## src/rtl/mipds_pkg.sv

```systemverilog
// mipds_pkg: shared types, constants and channel arithmetic for the 2x2 mip downsampler
// used by mipds_position, mipds_filter and mip_downsample_box2x2; no dependencies
package mipds_pkg;

   localparam int PIX_W     = 32;
   localparam int BYTE_W    = 8;
   localparam int CH_NUM    = 4;
   localparam int CH_W      = 9;
   localparam int SUM_W     = CH_NUM * CH_W;
   localparam int CFG_W_W   = 12;
   localparam int CFG_H_W   = 16;
   localparam int CSR_IDX_W = 1;
   localparam int CSR_DAT_W = 16;
   localparam int ALPHA_CH  = 3;

   localparam logic [CSR_IDX_W-1:0] REG_IMAGE_WIDTH  = 1'd0;
   localparam logic [CSR_IDX_W-1:0] REG_IMAGE_HEIGHT = 1'd1;

   localparam logic [CFG_W_W-1:0] WIDTH_RESET  = 12'd2;
   localparam logic [CFG_H_W-1:0] HEIGHT_RESET = 16'd2;
   localparam logic [BYTE_W-1:0]  ALPHA_MAX    = 8'd255;

   // position of the current beat within the 2x2 block and the image
   typedef struct packed {
      logic col_odd;
      logic row_odd;
      logic last;
   } pos_flags_type;

   // per-channel sums of two pixels, four 9-bit fields, channel 0 lowest
   function automatic logic [SUM_W-1:0] pair_sums(input logic [PIX_W-1:0] a,
                                                  input logic [PIX_W-1:0] b);
      logic [SUM_W-1:0] sums;
      sums = '0;
      for (int ch = 0; ch < CH_NUM; ch++) begin
         sums[ch*CH_W +: CH_W] = {1'b0, a[ch*BYTE_W +: BYTE_W]}
                               + {1'b0, b[ch*BYTE_W +: BYTE_W]};
      end
      return sums;
   endfunction

   // four-pixel average; alpha gets an eighth added and saturates
   function automatic logic [PIX_W-1:0] filter_pixel(input logic [SUM_W-1:0] cur,
                                                     input logic [SUM_W-1:0] above);
      logic [PIX_W-1:0] pix;
      logic [CH_W:0]    s;
      logic [CH_W+1:0]  boosted;
      logic [CH_W-1:0]  quarter;
      pix = '0;
      for (int ch = 0; ch < ALPHA_CH; ch++) begin
         s = {1'b0, cur[ch*CH_W +: CH_W]} + {1'b0, above[ch*CH_W +: CH_W]};
         pix[ch*BYTE_W +: BYTE_W] = s[CH_W:2];
      end
      s = {1'b0, cur[ALPHA_CH*CH_W +: CH_W]} + {1'b0, above[ALPHA_CH*CH_W +: CH_W]};
      boosted = {1'b0, s} + {4'd0, s[CH_W:3]};
      quarter = boosted[CH_W+1:2];
      pix[ALPHA_CH*BYTE_W +: BYTE_W] = quarter[CH_W-1] ? ALPHA_MAX : quarter[BYTE_W-1:0];
      return pix;
   endfunction

endpackage

```

## src/rtl/mipds_filter.sv

```systemverilog
// mipds_filter: final channel adds and alpha boost into the result register
// depends on mipds_pkg
module mipds_filter (
   input  logic                            clock,
   input  logic                            reset,
   input  logic                            load,
   input  logic [mipds_pkg::SUM_W-1:0]     cur_sums,
   input  logic [mipds_pkg::SUM_W-1:0]     above_sums,
   input  logic                            last,
   output logic                            free,
   input  logic                            rsp_tready,
   output logic                            rsp_tvalid,
   output logic [mipds_pkg::PIX_W-1:0]     rsp_tdata,   // mip_pixel [31:0]
   output logic                            rsp_tlast
);

   logic                        valid_ff, valid_in;
   logic [mipds_pkg::PIX_W-1:0] pix_ff;
   logic                        last_ff;

   // result register frees when empty or its beat is taken
   assign free = !valid_ff || rsp_tready;

   always_comb begin
      valid_in = valid_ff;
      if (load) begin
         valid_in = 1'b1;
      end else if (rsp_tready) begin
         valid_in = 1'b0;
      end
   end

   always_ff @(posedge clock) begin
      if (reset) begin
         valid_ff <= 1'b0;
      end else begin
         valid_ff <= valid_in;
      end
   end

   always_ff @(posedge clock) begin
      if (load) begin
         pix_ff  <= mipds_pkg::filter_pixel(cur_sums, above_sums);
         last_ff <= last;
      end
   end

   assign rsp_tvalid = valid_ff;
   assign rsp_tdata  = pix_ff;
   assign rsp_tlast  = last_ff;

endmodule

```

## config.mk

```make
export PLATFORM = sky130hd
export DESIGN_NAME = mipds_filter
export DESIGN_NICKNAME = d
export VERILOG_FILES = /design/src/rtl/mipds_pkg.sv /design/src/rtl/mipds_filter.sv
export SDC_FILE = /design/constraint.sdc
export NUM_CORES = 1
export LEC_CHECK = 0
export BUFFER_PORTS_ARGS = -buffer_cell sky130_fd_sc_hd__buf_2
export CAP_MARGIN = 20
export CORE_MARGIN = 1
export CORE_UTILIZATION = 40
export CTS_BUF_LIST = sky130_fd_sc_hd__clkbuf_8
export DETAILED_ROUTE_END_ITERATION = 8
export PLACE_DENSITY_LB_ADDON = 0.15
export REMOVE_ABC_BUFFERS = 1
export SLEW_MARGIN = 20
export SYNTH_ARGS = -nofsm -noshare
export SYNTH_HDL_FRONTEND = slang
export SYNTH_SLANG_ARGS = --single-unit
```

## constraint.sdc

```tcl
create_clock -name clock -period 3.85 [get_ports clock]
set_clock_uncertainty 0.15 [all_clocks]
set_input_delay 0.5775 -clock clock [delete_from_list [all_inputs] [get_ports clock]]
set_output_delay 0.5775 -clock clock [all_outputs]
set_load 0.005 [all_outputs]
```

==> impl_metrics.json <==
{
  "regArea_mm2": 0.00101,
  "root_buffer": "clkbuf_8",
  "clkSinkCount": 34,
  "fp.coreArea_mm2": 0.00631,
  "initial_core_util": 0.414,
  "drv_cap": 0,
  "rsz0062_at_grt": "no",
  "finalSetupTns_ns": 0,
  "gp_congestion": 0.883,
  "clk_pin_slew_ns": 0.07,
  "numCtsBuffers": 5,
  "cts_tree": "done",
  "synth_top_area_frac": 0.379,
  "finalSetupViolCount": 0,
  "async_flop_share": 0,
  "drcViolationCount": 0,
  "netlist_area_mm2": 0.00261,
  "min-delay-path-class": "in -> reg",
  "synth_edf_count": 33,
  "synth_top_area_cell": "edfxtp_1",
  "p_leak_nw": 1.67,
  "cp_max_fo": 5,
  "ant_nets": 0,
  "synth_seq_cells": 34,
  "final_core_util": 0.547,
  "final_cells": 448,
  "outcome": "completed",
  "synth-xor-area-share": 0.0957,
  "portBuffers": 111,
  "cts_hold_buf": 0,
  "synth.most_common_cell": "ha_1",
  "finalWirelength_mm": 5.13,
  "syn_avg_cell_area_um2": 10.8,
  "yosysWarningCount": 0,
  "grt_pass1_wl_mm": 8.85,
  "place_ws_ns": -0.0408,
  "h-tree-depth": 2,
  "max-vdd-ir-drop_mv": 0.188,
  "drt_first_iter_violations": 77,
  "post-dp-hpwl_mm": 4.37,
  "fin_crit_sh": 0.929,
  "ioPinCount": 112,
  "endpoint_kind": "flop",
  "dp_cells": 440,
  "finalWorstSetupSlack_ns": 0.275,
  "crit_arrival_ns": 3.46,
  "vias": 2246,
  "slowest_stage": "fa_1",
  "cts_buffer_depth": 2,
  "syn_inst": 242,
  "synth-compound-area-share": 0.180,
  "max_freq_mhz": 280,
  "hp-start": "reset",
  "cts_setup_buffers": 0,
  "routed.top_layer": "met4",
  "power.density_mw_per_mm2": 412,
  "worstSetupPathType": "in -> reg",
  "insertion_delay_ns": 0.28,
  "synth-adder-area-share": 0.194,
  "hold_depth": 2,
  "timing.rr.start": "rsp_tvalid",
  "synthSimpleGateAreaFrac": 0.101,
  "worst_pin_slew_ns": 0.739,
  "ys_seq_area_frac": 0.387,
  "grt_max_degree": 35,
  "hold_viol_final": 0,
  "yosys-top-cells-count": "ha_1, edfxtp_1, a21oi_1, xnor2_1, nand2_1",
  "met2_length_mm": 2.45,
  "die-area_mm2": 0.00686,
  "slew_headroom": 0.507,
  "synth_top_family_by_area": "adder cells",
  "firstDrtPassIters": 4,
  "r2r_slack_ns": 3.11,
  "dr_wl_met3_um": 310,
  "cp_slowest_stage_delay_ns": 0.39,
  "die_w_um": 82.8,
  "cp_common_cell": "ha_1",
  "antennaDiodeCount": 0,
  "critPathLaunchType": "primary input",
  "wl_met1_mm": 2.31,
  "synth.area.mux_share": 0.0153,
  "grt_pass1_vias": 2124,
  "grt_usage": 0.155,
  "nets": 487,
  "avgRoutedWirePerCell_um": 11.5,
  "maxSlewViolCount": 0,
  "crit-reg2reg-capture": "rsp_tvalid",
  "area_growth_pct": 32.1,
  "vias_per_cell": 5.01,
  "die_y_um": 82.8,
  "rows": 29,
  "ff2ff_path_depth": 2,
  "synth_area_leaders": "edfxtp_1, ha_1, xnor2_1",
  "worstPathCellList": "buf_2 -> ha_1 -> fa_1 -> buf_4 -> a21o_1 -> a21oi_1 -> xnor2_1 -> ha_1 -> nand4b_1 -> o211ai_1 -> o2111ai_1 -> nand3_1 -> a41oi_1 -> mux2i_1",
  "gr-total-overflow": 0,
  "cts_resized": 0,
  "multiInputGateArea_mm2": 0.00154,
  "crit_required_ns": 3.73,
  "fin_crit_ns": 3.58,
  "synthFlopType": "edfxtp_1",
  "ys_types": 42,
  "drive_gt1_frac": 0.377,
  "grt_antenna_before_repair": 0,
  "fin_hold_ws_ns": 0.288,
  "hold_end": "rsp_tvalid",
  "nFillCells": 603
}
-- through the flow --
stage               cell area [um^2]  total power [W]
detailed placement              3340          0.00111
finish                          3450          0.00142
floorplan                       2600         0.000896
global route                    3450          0.00152
CTS                             3450          0.00144
global placement                3340          0.00110
-- worst max-delay path by stage --
stage	startpoint	to	slack (ns)	cells past startpoint
after floorplan	cur_sums[27]	rsp_tdata[31]	0.15	12
after detailed placement	cur_sums[27]	rsp_tdata[29]	-0.04	14
after global placement	cur_sums[27]	rsp_tdata[29]	0.05	14
after CTS	cur_sums[27]	rsp_tdata[29]	0.27	14
after global routing	cur_sums[27]	rsp_tdata[29]	0.03	14
final	cur_sums[27]	rsp_tdata[29]	0.27	14
-- metal layers --
| layer | track usage | vias up |
|---|---|---|
| li1 | - | 1179 |
| met1 | 0.188 | 994 |
| met2 | 0.274 | 68 |
| met3 | 0.0338 | 5 |
| met4 | 0.0470 | 0 |
| met5 | 0 | - |
-- critical path, delay by kind of cell --
kind | cells | cell delay (ns)
AO/OA/AOI/OAI | 5 | 1.11
buffers and inverters | 2 | 0.25
multiplexers | 1 | 0.09
XOR/XNOR | 1 | 0.17
adder cells (fa/ha/maj) | 3 | 0.89
AND/OR/NAND/NOR | 2 | 0.36
-- area by class of cell --
cell class,instances,area share
Multi-Input combinational cell,192,0.445
Inverter,15,0.0163
Timing Repair Buffer,122,0.185
Sequential cell,34,0.293
Tap cell,77,0.0279
Clock inverter,2,0.00978
Clock buffer,6,0.0239
-- power breakdown --
part | internal [W] | switching, W
clock network | 0.000208 | 0.000122
registers | 0.000503 | 0.0000147
logic | 0.000287 | 0.000290
-- logic make-up (layout without fill, tap and decap cells) --
group / count (synthesis) / after routing
buffers and inverters: 16 / 145
xor gates and xnor gates: 27 / 27
adders and majority gates: 40 / 40
AOI/OAI and AO/OA: 68 / 68
muxes: 4 / 4
and+or+nand+nor: 53 / 53
DFF: 34 / 34
-- registers in the layout, indices dropped and copies added, names as in the netlist --
signal      cells
rsp_tvalid      1
rsp_tlast       1
rsp_tdata      32
-- layout by cell type (no fill, tap or decap), types with 2 or more instances in the layout --
| master | Yosys | final |
|---|---|---|
| o21bai_1 | 3 | 3 |
| nand2_1 | 15 | 15 |
| inv_1 | 14 | 15 |
| buf_4 | 0 | 11 |
| o21a_1 | 3 | 3 |
| o211ai_1 | 8 | 8 |
| or2_2 | 2 | 2 |
| a31oi_1 | 4 | 4 |
| xnor2_1 | 19 | 19 |
| a41oi_1 | 2 | 2 |
| clkbuf_8 | 0 | 6 |
| nor2_1 | 10 | 10 |
| a31o_2 | 4 | 4 |
| mux2i_1 | 4 | 4 |
| nand3_1 | 5 | 5 |
| xor2_1 | 7 | 7 |
| nand4b_1 | 3 | 3 |
| o22ai_1 | 3 | 3 |
| nor3_1 | 11 | 11 |
| a21oi_1 | 20 | 20 |
| a21o_2 | 2 | 2 |
| a211oi_1 | 4 | 4 |
| buf_2 | 0 | 111 |
| nand2b_1 | 2 | 2 |
| a21o_1 | 7 | 7 |
| ha_1 | 39 | 39 |
| edfxtp_1 | 33 | 33 |
No activity file was read; power rests on OpenSTA's default activity.
