$ cat src/rtl/mipds_pkg.sv
// mipds_pkg: shared types, constants and channel arithmetic for the 2x2 mip downsampler
// used by mipds_position, mipds_filter and mip_downsample_box2x2; no dependencies
package mipds_pkg;

   localparam int PIX_W     = 32;
   localparam int BYTE_W    = 8;
   localparam int CH_NUM    = 4;
   localparam int CH_W      = 9;
   localparam int SUM_W     = CH_NUM * CH_W;
   localparam int CFG_W_W   = 12;
   localparam int CFG_H_W   = 16;
   localparam int CSR_IDX_W = 1;
   localparam int CSR_DAT_W = 16;
   localparam int ALPHA_CH  = 3;

   localparam logic [CSR_IDX_W-1:0] REG_IMAGE_WIDTH  = 1'd0;
   localparam logic [CSR_IDX_W-1:0] REG_IMAGE_HEIGHT = 1'd1;

   localparam logic [CFG_W_W-1:0] WIDTH_RESET  = 12'd2;
   localparam logic [CFG_H_W-1:0] HEIGHT_RESET = 16'd2;
   localparam logic [BYTE_W-1:0]  ALPHA_MAX    = 8'd255;

   // position of the current beat within the 2x2 block and the image
   typedef struct packed {
      logic col_odd;
      logic row_odd;
      logic last;
   } pos_flags_type;

   // per-channel sums of two pixels, four 9-bit fields, channel 0 lowest
   function automatic logic [SUM_W-1:0] pair_sums(input logic [PIX_W-1:0] a,
                                                  input logic [PIX_W-1:0] b);
      logic [SUM_W-1:0] sums;
      sums = '0;
      for (int ch = 0; ch < CH_NUM; ch++) begin
         sums[ch*CH_W +: CH_W] = {1'b0, a[ch*BYTE_W +: BYTE_W]}
                               + {1'b0, b[ch*BYTE_W +: BYTE_W]};
      end
      return sums;
   endfunction

   // four-pixel average; alpha gets an eighth added and saturates
   function automatic logic [PIX_W-1:0] filter_pixel(input logic [SUM_W-1:0] cur,
                                                     input logic [SUM_W-1:0] above);
      logic [PIX_W-1:0] pix;
      logic [CH_W:0]    s;
      logic [CH_W+1:0]  boosted;
      logic [CH_W-1:0]  quarter;
      pix = '0;
      for (int ch = 0; ch < ALPHA_CH; ch++) begin
         s = {1'b0, cur[ch*CH_W +: CH_W]} + {1'b0, above[ch*CH_W +: CH_W]};
         pix[ch*BYTE_W +: BYTE_W] = s[CH_W:2];
      end
      s = {1'b0, cur[ALPHA_CH*CH_W +: CH_W]} + {1'b0, above[ALPHA_CH*CH_W +: CH_W]};
      boosted = {1'b0, s} + {4'd0, s[CH_W:3]};
      quarter = boosted[CH_W+1:2];
      pix[ALPHA_CH*BYTE_W +: BYTE_W] = quarter[CH_W-1] ? ALPHA_MAX : quarter[BYTE_W-1:0];
      return pix;
   endfunction

endpackage

$ cat src/rtl/mipds_position.sv
// mipds_position: column and row counters with effective image size and last-output flag
// depends on mipds_pkg
module mipds_position #(
   parameter  int MAX_WIDTH = 2048,
   localparam int SlotW     = (MAX_WIDTH / 2 > 1) ? $clog2(MAX_WIDTH / 2) : 1
) (
   input  logic                              clock,
   input  logic                              reset,
   input  logic [mipds_pkg::CFG_W_W-1:0]     image_width,
   input  logic [mipds_pkg::CFG_H_W-1:0]     image_height,
   input  logic                              frame_start,
   input  logic                              advance,
   output logic [SlotW-1:0]                  slot,
   output mipds_pkg::pos_flags_type          flags
);

   localparam int ColW    = $clog2(MAX_WIDTH);
   localparam int EffW    = (ColW + 1 > mipds_pkg::CFG_W_W) ? ColW + 1 : mipds_pkg::CFG_W_W;
   localparam int MaxEven = (MAX_WIDTH / 2) * 2;
   localparam int HW      = mipds_pkg::CFG_H_W;

   logic [ColW-1:0] col_ff, col_in, col;
   logic [HW-1:0]   row_ff, row_in, row;
   logic [EffW-1:0] width_masked, eff_w, col_sum;
   logic [HW-1:0]   eff_h;
   logic [HW:0]     row_sum;
   logic            col_wrap, row_wrap;

   // effective size: even, at least two, width clamped to the store
   always_comb begin
      width_masked = EffW'({image_width[mipds_pkg::CFG_W_W-1:1], 1'b0});
      if (width_masked < EffW'(2)) begin
         eff_w = EffW'(2);
      end else if (width_masked > EffW'(MAX_WIDTH)) begin
         eff_w = EffW'(MaxEven);
      end else begin
         eff_w = width_masked;
      end
      eff_h = {image_height[HW-1:1], 1'b0};
      if (eff_h == '0) begin
         eff_h = HW'(2);
      end
   end

   always_comb begin
      col      = frame_start ? '0 : col_ff;
      row      = frame_start ? '0 : row_ff;
      col_sum  = EffW'(col) + EffW'(1);
      row_sum  = {1'b0, row} + (HW+1)'(1);
      col_wrap = col_sum >= eff_w;
      row_wrap = row_sum >= {1'b0, eff_h};
      col_in   = col_wrap ? '0 : col_sum[ColW-1:0];
      if (col_wrap) begin
         row_in = row_wrap ? '0 : row_sum[HW-1:0];
      end else begin
         row_in = row;
      end
   end

   assign slot          = SlotW'(col >> 1);
   assign flags.col_odd = col[0];
   assign flags.row_odd = row[0];
   assign flags.last    = (EffW'(col) == eff_w - EffW'(1)) && (row == eff_h - HW'(1));

   always_ff @(posedge clock) begin
      if (reset) begin
         col_ff <= '0;
         row_ff <= '0;
      end else if (advance) begin
         col_ff <= col_in;
         row_ff <= row_in;
      end
   end

endmodule

$ cat config.mk
export PLATFORM = sky130hd
export DESIGN_NAME = mipds_position
export DESIGN_NICKNAME = d
export VERILOG_FILES = /design/src/rtl/mipds_pkg.sv /design/src/rtl/mipds_position.sv
export SDC_FILE = /design/constraint.sdc
export NUM_CORES = 1
export LEC_CHECK = 0
export BUFFER_PORTS_ARGS = -buffer_cell sky130_fd_sc_hd__buf_4
export CELL_PAD_IN_SITES_DETAIL_PLACEMENT = 1
export CELL_PAD_IN_SITES_GLOBAL_PLACEMENT = 2
export CORE_ASPECT_RATIO = 0.6
export CORE_MARGIN = 2
export CORE_UTILIZATION = 34
export CTS_CLUSTER_SIZE = 14
export DETAILED_ROUTE_END_ITERATION = 7
export GPL_ROUTABILITY_DRIVEN = 0
export PLACE_DENSITY_LB_ADDON = 0.1
export SYNTH_ARGS = -nofsm -noshare
export SYNTH_HDL_FRONTEND = slang
export SYNTH_SLANG_ARGS = --single-unit
$ cat constraint.sdc
create_clock -name clock -period 5.3 [get_ports clock]
set_input_delay 0.265 -clock clock [delete_from_list [all_inputs] [get_ports clock]]
set_output_delay 0.265 -clock clock [all_outputs]
set_load 0.03 [all_outputs]
==> impl_metrics.env, run 1 <==
export IMPL_async_flop_share_pct=0
export IMPL_cts_resized=0
export IMPL_cts_max_level=1
export IMPL_grt_pass1_wl_mm=18.8
export IMPL_start_kind="flop"
export IMPL_drt_wirelength_per_cell_microns=19.4
export IMPL_fin_nets=550
export IMPL_reg2reg_from="row_ff[1]"
export IMPL_dp_hpwl_mm=9.90
export IMPL_crit_required_ns=5.51
export IMPL_drt_wl_total_mm=12.0
export IMPL_syn_inst=460
export IMPL_min_path_type="in2reg"
export IMPL_start_util_pct=35.1
export IMPL_core_sq_mm=0.00988
export IMPL_cts_sinks=27
export IMPL_insertion_delay_ns=0.26
export IMPL_antenna_cells=0
export IMPL_cts_max_path_buffers=2
export IMPL_p_per_area_mw_per_mm2=132
export IMPL_crit_path_end_kind="flop"
export IMPL_worstHoldPathCells=2
export IMPL_maxSlewHeadroom_pct=25.3
export IMPL_finalCritPeriodShare_pct=93.3
export IMPL_grtUsageTotal_pct=22.1
export IMPL_antenna_found_initial=0
export IMPL_min_from="reset"
export IMPL_synth_distinct_cells=65
export IMPL_numCtsBuffers=3
export IMPL_r2r_end="row_ff[13]"
export IMPL_ys_seq_area_share_pct=15.6
export IMPL_leakage_nw=1.55
export IMPL_worst_ir_drop_vdd_mv=0.177
export IMPL_die_w_microns=134
export IMPL_status="complete, no violations"
export IMPL_grt_use_met2_pct=28.8
export IMPL_synth_edf_count=0
export IMPL_drc=0
export IMPL_drv_cap=0
export IMPL_synth_net_count=522
export IMPL_die_area_sq_mm=0.0110
export IMPL_syn_area_sq_mm=0.00346
export IMPL_drive_gt1_share_pct=15.4
export IMPL_vias_per_cell=5.53
export IMPL_ys_flop_type="dfxtp_1"
export IMPL_setup_tns_final_ns=0
export IMPL_hold_viol_final=0
export IMPL_hold_ws_ns=0.319
export IMPL_min_to="col_ff[2]"
export IMPL_synth_warnings=0
export IMPL_cts_tree="done"
export IMPL_period_needed_ns=4.94
export IMPL_met1_usage_pct=37.4
export IMPL_grt_pass1_vias=3239
export IMPL_syn_area_per_cell_sq_um=7.53
export IMPL_io_buffers=42
export IMPL_finalSetupViolations=0
export IMPL_grt_max_degree=20
export IMPL_cp_arrival_ns=5.15
export IMPL_post_cts_buffers=0
export IMPL_clkSlewWorstSetupHoldPaths_ns=0.07
export IMPL_tightest_slew_ns=1.11
export IMPL_area_growth_pct=14.7
export IMPL_ys_ff_latch=27
export IMPL_drv_slew=0
export IMPL_drt_iter0_markers=267
export IMPL_rows=28
export IMPL_dr_pass1_iters=4
export IMPL_r2r_cells=15
export IMPL_busiest_layer="met1"
export IMPL_ctsHoldBuffers=0
export IMPL_die_h_microns=82.2
export IMPL_met3_usage_pct=2.50
export IMPL_skew_ns=0.00538
export IMPL_rsz0062_at_grt="no"
export IMPL_crit_type="reg2reg"
export IMPL_fin_util_pct=40.2
export IMPL_cts_root_buf="clkbuf_16"
export IMPL_r2r_slack_ns=0.36
export IMPL_postRouteAntennaNets=0
export IMPL_fmax_ghz=0.202
export IMPL_vias=3438
export IMPL_gr_total_overflow=0
export IMPL_critPathMaxFanout=16
export IMPL_ios=45
==> state kept, by name, indices dropped and copies added, names as in the netlist <==
register  cells
row_ff       16
col_ff       11
==> cells by family after synthesis <==
family	after synthesis	synth area share [%]
fa+ha+maj	30	10.8
mux	7	2.13
flops	27	15.6
xor+xnor	53	13.4
buf+inv	55	6.32
compound gates	89	19.3
simple gates	199	32.4
==> area by class of cell <==
cell class	instances	area (sq um)
timing repair buffer	49	368
tap	135	169
fill	1255	5910
inverter	29	109
multi-input combinational	378	2700
sequential	27	541
clock inverter	1	7.51
clock buffer	3	75.1
==> per-stage QoR <==
step                      setup slack [ns]  instances  total power [mW]  instance area [sq um]
after floorplan                       1.07        460             0.295                   3460
after global placement               0.585        618             0.349                   3890
after detailed placement             0.403        618             0.352                   3890
after CTS                            0.433        622             0.532                   3970
after global routing                 0.107        622             0.553                   3970
final                                0.358        622             0.525                   3970
==> per-layer routing <==
metal / share of wire, % / vias up
met4: 0.47 / 0
met3: 7.1 / 4
met5: 0 / -
met1: 56 / 1648
li1: - / 1710
met2: 36 / 76
==> Yosys cell counts, types with 6 or more instances <==
| master | number | share of area (%) |
|---|---|---|
| nand2_1 | 41 | 4.4 |
| xnor2_1 | 39 | 9.9 |
| ha_1 | 30 | 11 |
| nor2_1 | 30 | 3.3 |
| inv_1 | 29 | 3.1 |
| nand3_1 | 29 | 4.2 |
| dfxtp_1 | 27 | 16 |
| nor2b_1 | 21 | 3.8 |
| a21oi_1 | 20 | 2.9 |
| clkbuf_1 | 18 | 2.0 |
| nor3_1 | 15 | 2.2 |
| a22o_1 | 14 | 3.5 |
| xor2_1 | 14 | 3.5 |
| nand4_1 | 9 | 1.6 |
| o21ai_0 | 8 | 1.2 |
| nand2b_1 | 7 | 1.3 |
| o31ai_1 | 7 | 1.5 |
| and4_1 | 6 | 1.5 |
| nor4_1 | 6 | 1.1 |
==> worst max-delay path, stage by stage, from the launching register on <==
cell and delay (ns):
dfxtp_1 0.37, nor2b_1 0.36, ha_1 0.29, and3_1 0.21, and4_1 0.34, and4_1 0.28
nand2_1 0.08, xnor2_1 0.27, ha_1 0.31, nand4_1 0.13, nor2_1 0.06, a2111oi_0 0.56
and4_1 0.31, o31ai_1 0.14, nor3_2 0.87, a22o_1 0.28
==> power by group <==
group	internal, mW	switching, mW
Combinational	0.0566	0.0851
Clock	0.103	0.0756
Sequential	0.204	0.00177
Total	0.363	0.163
==> worst max path at each step <==
| stage | startpoint | to | slack [ns] |
|---|---|---|---|
| floorplan | frame_start | row_ff[10] | 1.07 |
| global placement | frame_start | row_ff[11] | 0.59 |
| detailed placement | frame_start | row_ff[13] | 0.40 |
| CTS | row_ff[1] | row_ff[13] | 0.43 |
| global route | row_ff[1] | row_ff[0] | 0.11 |
| finish | row_ff[1] | row_ff[13] | 0.36 |
==> layout by cell type (no fill, tap or decap), types with 15 or more instances in the layout <==
cell type   n
buf_4      49
nand3_1    29
nor3_1     15
nor2b_1    21
xnor2_1    39
dfxtp_1    27
ha_1       30
nor2_1     30
inv_1      29
a21oi_1    20
nand2_1    41
(Power assumes the default switching activity.)
==> run 2: changes to the inputs <==
Settings changed: CORE_ASPECT_RATIO 0.6 to unset, SLEW_MARGIN set to 40.
==> impl_metrics.env, run 2 (synthesized netlist as in run 1, its figures left out) <==
export IMPL_drive_gt1_share_pct=14.7
export IMPL_drv_cap=0
export IMPL_finalCritPeriodShare_pct=83.5
export IMPL_p_per_area_mw_per_mm2=121
export IMPL_critPathMaxFanout=16
export IMPL_cts_resized=0
export IMPL_io_buffers=42
export IMPL_grtUsageTotal_pct=21.0
export IMPL_crit_required_ns=5.53
export IMPL_grt_max_degree=35
export IMPL_grt_use_met2_pct=38.9
export IMPL_antenna_found_initial=0
export IMPL_final_cell_area_sq_mm=0.00391
export IMPL_critPathTopFamily="simple AND/OR/NAND/NOR gates"
export IMPL_busiest_layer="met2"
export IMPL_rsz0062_at_grt="no"
export IMPL_start_kind="flop"
export IMPL_area_growth_pct=12.9
export IMPL_layout_commonest_cell="buf_4"
export IMPL_grt_pass1_vias=3520
export IMPL_hold_ws_ns=0.276
export IMPL_postRouteAntennaNets=0
export IMPL_largest_register="row_ff"
export IMPL_insertion_delay_ns=0.29
export IMPL_fmax_ghz=0.226
export IMPL_worst_path_most_repeated_cell="and4_1"
export IMPL_die_area_sq_mm=0.0110
export IMPL_grt_pass1_wl_mm=18.6
export IMPL_drv_slew=0
export IMPL_dp_hpwl_mm=9.16
export IMPL_finalSetupViolations=0
export IMPL_period_needed_ns=4.43
export IMPL_worst_ir_drop_vdd_mv=0.0722
export IMPL_dp_cells=613
export IMPL_ctsHoldBuffers=0
export IMPL_cts_tree="done"
export IMPL_rows=36
export IMPL_largestRegisters="row_ff x16, col_ff x11"
export IMPL_die_w_microns=105
export IMPL_drt_wirelength_per_cell_microns=18.5
export IMPL_critical_path_buf_inv_count=1
export IMPL_gr_total_overflow=0
export IMPL_fin_cells=617
export IMPL_clkSlewWorstSetupHoldPaths_ns=0.11
export IMPL_cts_max_level=1
export IMPL_placed_area_sq_mm=0.00386
export IMPL_maxSlewHeadroom_pct=50.1
export IMPL_met1_usage_pct=25.5
export IMPL_cts_root_buf="clkbuf_8"
export IMPL_crit_chain="nor2b_1 > ha_1 > and3_1 > and4_1 > and4_1 > nand2_1 > xnor2_1 > ha_1 > nand4_1 > nor2_1 > a2111oi_0 > and4_1 > o31ai_1 > nor3_2 > buf_4 > a32o_1"
export IMPL_fin_nets=547
export IMPL_numCtsBuffers=3
export IMPL_cp_depth=16
export IMPL_drt_iter0_markers=85
export IMPL_cts_max_path_buffers=2
export IMPL_largest_reg_flops=16
export IMPL_vias_per_cell=5.55
export IMPL_die_h_microns=105
export IMPL_start_util_pct=35.3
export IMPL_core_sq_mm=0.00982
export IMPL_worstHoldPathCells=2
export IMPL_cpMaxStageDelayCell="a2111oi_0"
export IMPL_hold_viol_final=0
export IMPL_ios=45
export IMPL_crit_type="reg2reg"
export IMPL_crit_path_end_kind="flop"
export IMPL_drc=0
export IMPL_tightest_slew_ns=0.742
export IMPL_met3_usage_pct=2.87
export IMPL_nFillCells=1275
export IMPL_cp_arrival_ns=4.66
export IMPL_leakage_nw=1.52
export IMPL_drt_wl_total_mm=11.4
export IMPL_cts_sinks=27
export IMPL_crit_path_max_incr_delay_ns=0.52
export IMPL_setup_tns_final_ns=0
export IMPL_min_path_type="in2reg"
export IMPL_post_cts_buffers=0
export IMPL_vias=3425
export IMPL_final_cell_mix="46 x buf_4, 41 x nand2_1, 39 x xnor2_1"
export IMPL_antenna_cells=0
export IMPL_dr_pass1_iters=4
export IMPL_r2r_cells=16
export IMPL_status="complete, no violations"
export IMPL_skew_ns=0.00659
==> run 2: cell types whose count changed in the layout (fill, tap and decap cells not counted) <==
| cell | delta |
|---|---|
| buf_4 | -3 |
| clkbuf_16 | -3 |
| clkbuf_8 | +3 |
| clkbuf_1 | +1 |
| clkinvlp_4 | -1 |
| o21ai_0 | +1 |
| o21ai_1 | -1 |
==> run 2: layout make-up <==
cell class	instances	area (sq um)	share of cell area [%]
multi-input combinational	378	2700	69.2
tap	133	166	4.26
inverter	29	109	2.78
sequential	27	541	13.8
timing repair buffer	46	345	8.83
clock buffer	4	45.0	1.15
==> run 2: routing by layer <==
layer | wire [microns] | vias to the layer above | part of all wire, %
met5 | 0 | - | 0
met4 | 239 | 0 | 2.1
met3 | 286 | 15 | 2.5
met2 | 5850 | 49 | 51
met1 | 5030 | 1659 | 44
li1 | - | 1702 | -
==> run 2: metrics by stage <==
step / setup slack (ns) / utilization [%] / power (mW)
floorplan: 1.07 / - / 0.295
global placement: 0.950 / 39.4 / 0.346
detailed placement: 0.726 / 39.4 / 0.349
CTS: 0.817 / 39.8 / 0.477
global route: 0.487 / 39.8 / 0.501
finish: 0.873 / 39.8 / 0.472
==> run 2: power breakdown <==
| group | internal [mW] | switching, mW |
|---|---|---|
| clock | 0.0542 | 0.0740 |
| sequential | 0.204 | 0.00140 |
| combinational | 0.0554 | 0.0830 |
==> run 2: final timing paths <==
path,slack [ns],to,start
worst max-delay path,0.87,row_ff[6],row_ff[0]
worst min-delay path,0.28,col_ff[3],reset
worst min register to register,0.49,col_ff[10],col_ff[10]
worst max register to register,0.87,row_ff[6],row_ff[0]
==> run 3: changes to the inputs <==
Settings changed: ABC_AREA set to 1, CORE_UTILIZATION 34 to 28.
Clock period 5.3 ns to 3.97 ns, I/O delays scaled along.
==> impl_metrics.env, run 3 <==
export IMPL_worst_ir_drop_vdd_mv=0.200
export IMPL_drc=0
export IMPL_dp_cells=818
export IMPL_postRouteAntennaNets=0
export IMPL_grtUsageTotal_pct=18.1
export IMPL_drv_cap=0
export IMPL_finalSetupViolations=0
export IMPL_largestRegisters="row_ff x16, col_ff x11"
export IMPL_area_growth_pct=15.5
export IMPL_syn_inst=613
export IMPL_post_cts_buffers=0
export IMPL_largest_register="row_ff"
export IMPL_synth_net_count=675
export IMPL_async_flop_share_pct=0
export IMPL_crit_path_end_kind="flop"
export IMPL_worst_path_most_repeated_cell="nand2_1"
export IMPL_period_needed_ns=3.44
export IMPL_crit_type="reg2reg"
export IMPL_crit_chain="nand2_1 > inv_1 > ha_1 > nand3_2 > nor2_4 > nand2_2 > nor2_2 > nand2_1 > xor2_1 > ha_1 > nand2_1 > o21ai_0 > a21oi_1 > nand2_1 > nor2b_4 > nand2_1 > o21ai_0 > nand2_1 > a21oi_1"
export IMPL_status="complete, no violations"
export IMPL_critPathTopFamily="simple AND/OR/NAND/NOR gates"
export IMPL_grt_max_degree=28
export IMPL_rows=41
export IMPL_critical_path_buf_inv_count=1
export IMPL_synth_warnings=0
export IMPL_critPathMaxFanout=15
export IMPL_fmax_ghz=0.290
export IMPL_yosys_top_cells_count="184 x nand2_1, 73 x nor2_1, 66 x inv_1"
export IMPL_nFillCells=1712
export IMPL_cts_max_path_buffers=2
export IMPL_min_path_type="in2reg"
export IMPL_hold_ws_ns=0.305
export IMPL_fin_cells=822
export IMPL_crit_required_ns=4.17
export IMPL_layout_commonest_cell="nand2_1"
export IMPL_cts_resized=0
export IMPL_gr_total_overflow=0
export IMPL_insertion_delay_ns=0.27
export IMPL_r2r_slack_ns=0.53
export IMPL_cts_max_level=1
export IMPL_syn_area_sq_mm=0.00363
export IMPL_rsz0062_at_grt="no"
export IMPL_final_cell_mix="184 x nand2_1, 73 x nor2_1, 66 x inv_1"
export IMPL_hold_viol_final=0
export IMPL_dr_pass1_iters=4
export IMPL_ys_seq_area_share_pct=14.9
export IMPL_cts_tree="done"
export IMPL_io_buffers=42
export IMPL_ys_ff_latch=27
export IMPL_crit_path_max_incr_delay_ns=0.40
export IMPL_vias_per_cell=4.77
export IMPL_die_w_microns=118
export IMPL_leakage_nw=1.99
export IMPL_finalCritPeriodShare_pct=86.8
export IMPL_ys_flop_type="dfxtp_1"
export IMPL_ios=45
export IMPL_grt_pass1_vias=3838
export IMPL_cts_root_buf="clkbuf_16"
export IMPL_vias=3921
export IMPL_yosysTopAreaCell="nand2_1"
export IMPL_start_util_pct=28.7
export IMPL_synth_edf_count=0
export IMPL_grt_pass1_wl_mm=20.5
export IMPL_largest_reg_flops=16
export IMPL_maxSlewHeadroom_pct=62.1
export IMPL_die_area_sq_mm=0.0139
export IMPL_clkSlewWorstSetupHoldPaths_ns=0.07
export IMPL_tightest_slew_ns=0.569
export IMPL_drt_iter0_markers=239
export IMPL_drt_wl_total_mm=12.6
export IMPL_synth_top_area_share_pct=19.0
export IMPL_drive_gt1_share_pct=12.9
export IMPL_skew_ns=0.00261
export IMPL_ctsHoldBuffers=0
export IMPL_start_kind="flop"
export IMPL_setup_tns_final_ns=0
export IMPL_synth_distinct_cells=39
export IMPL_synth_most_common_cell="nand2_1"
export IMPL_drt_wirelength_per_cell_microns=15.4
export IMPL_numCtsBuffers=3
export IMPL_antenna_found_initial=0
export IMPL_cpMaxStageDelayCell="dfxtp_1"
export IMPL_syn_area_per_cell_sq_um=5.93
export IMPL_core_sq_mm=0.0127
export IMPL_dp_hpwl_mm=10.4
export IMPL_drv_slew=0
export IMPL_fin_nets=713
export IMPL_cts_sinks=27
export IMPL_ys_top_cells_by_area="nand2_1 19%, dfxtp_1 15%, ha_1 10%"
export IMPL_die_h_microns=118
export IMPL_cp_arrival_ns=3.65
export IMPL_antenna_cells=0
export IMPL_p_per_area_mw_per_mm2=169
-- run 3: cell types whose count changed after synthesis, sizes merged, moves of 23 or more --
cell	delta
nor2	+52
inv	+40
a21oi	+23
nand3	+37
nand2	+153
xnor2	-33
-- run 3: worst paths after layout --
kind,startpoint,endpoint,cells after the start
worst max-delay path,row_ff[0],row_ff[0],19
worst min register to register,col_ff[6],col_ff[6],2
worst max register to register,row_ff[0],row_ff[0],19
worst min-delay path,reset,col_ff[10],2
-- run 3: layout make-up --
| cell class | instances | area, sq um | area share [%] |
|---|---|---|---|
| clock inverters | 1 | 5.00 | 0.119 |
| clock buffers | 3 | 75.1 | 1.79 |
| well taps | 172 | 215 | 5.13 |
| inverters | 69 | 264 | 6.29 |
| repair buffers | 48 | 360 | 8.59 |
| flip-flops and latches | 27 | 541 | 12.9 |
| multi-input cells | 502 | 2740 | 65.2 |
-- run 3: through the flow --
stage	util [%]	worst slack, ns	area (sq um)	power (mW)
after floorplan	-	0.782	3630	0.407
after global placement	32.5	0.508	4120	0.475
after detailed placement	32.5	0.467	4120	0.479
after CTS	33.1	0.471	4200	0.720
after global routing	33.1	0.000337	4200	0.758
final	33.1	0.525	4200	0.709
-- run 3: logic make-up (layout without fill, tap and decap cells) --
group	after synthesis	in the layout	share of synthesized area, %
AND/OR/NAND/NOR	368	368	46.0
buffers and inverters	84	121	9.85
AO/OA/AOI/OAI	64	64	9.29
XOR/XNOR	40	40	9.64
adder cells (fa/ha/maj)	30	30	10.3
flip-flops	27	27	14.9
-- run 3: metal layers --
layer / part of all wire [%] / wire length, microns / global-route usage (%)
met1: 56 / 7110 / 28.9
met2: 40 / 5110 / 26.6
met3: 2.3 / 295 / 1.21
met4: 0.86 / 109 / 3.01
met5: 0 / 0 / 0
-- run 3: where the power goes --
part           switching, mW  internal [mW]  total, mW
registers            0.00316          0.274      0.278
clock network          0.102          0.136      0.238
logic                  0.124         0.0696      0.194
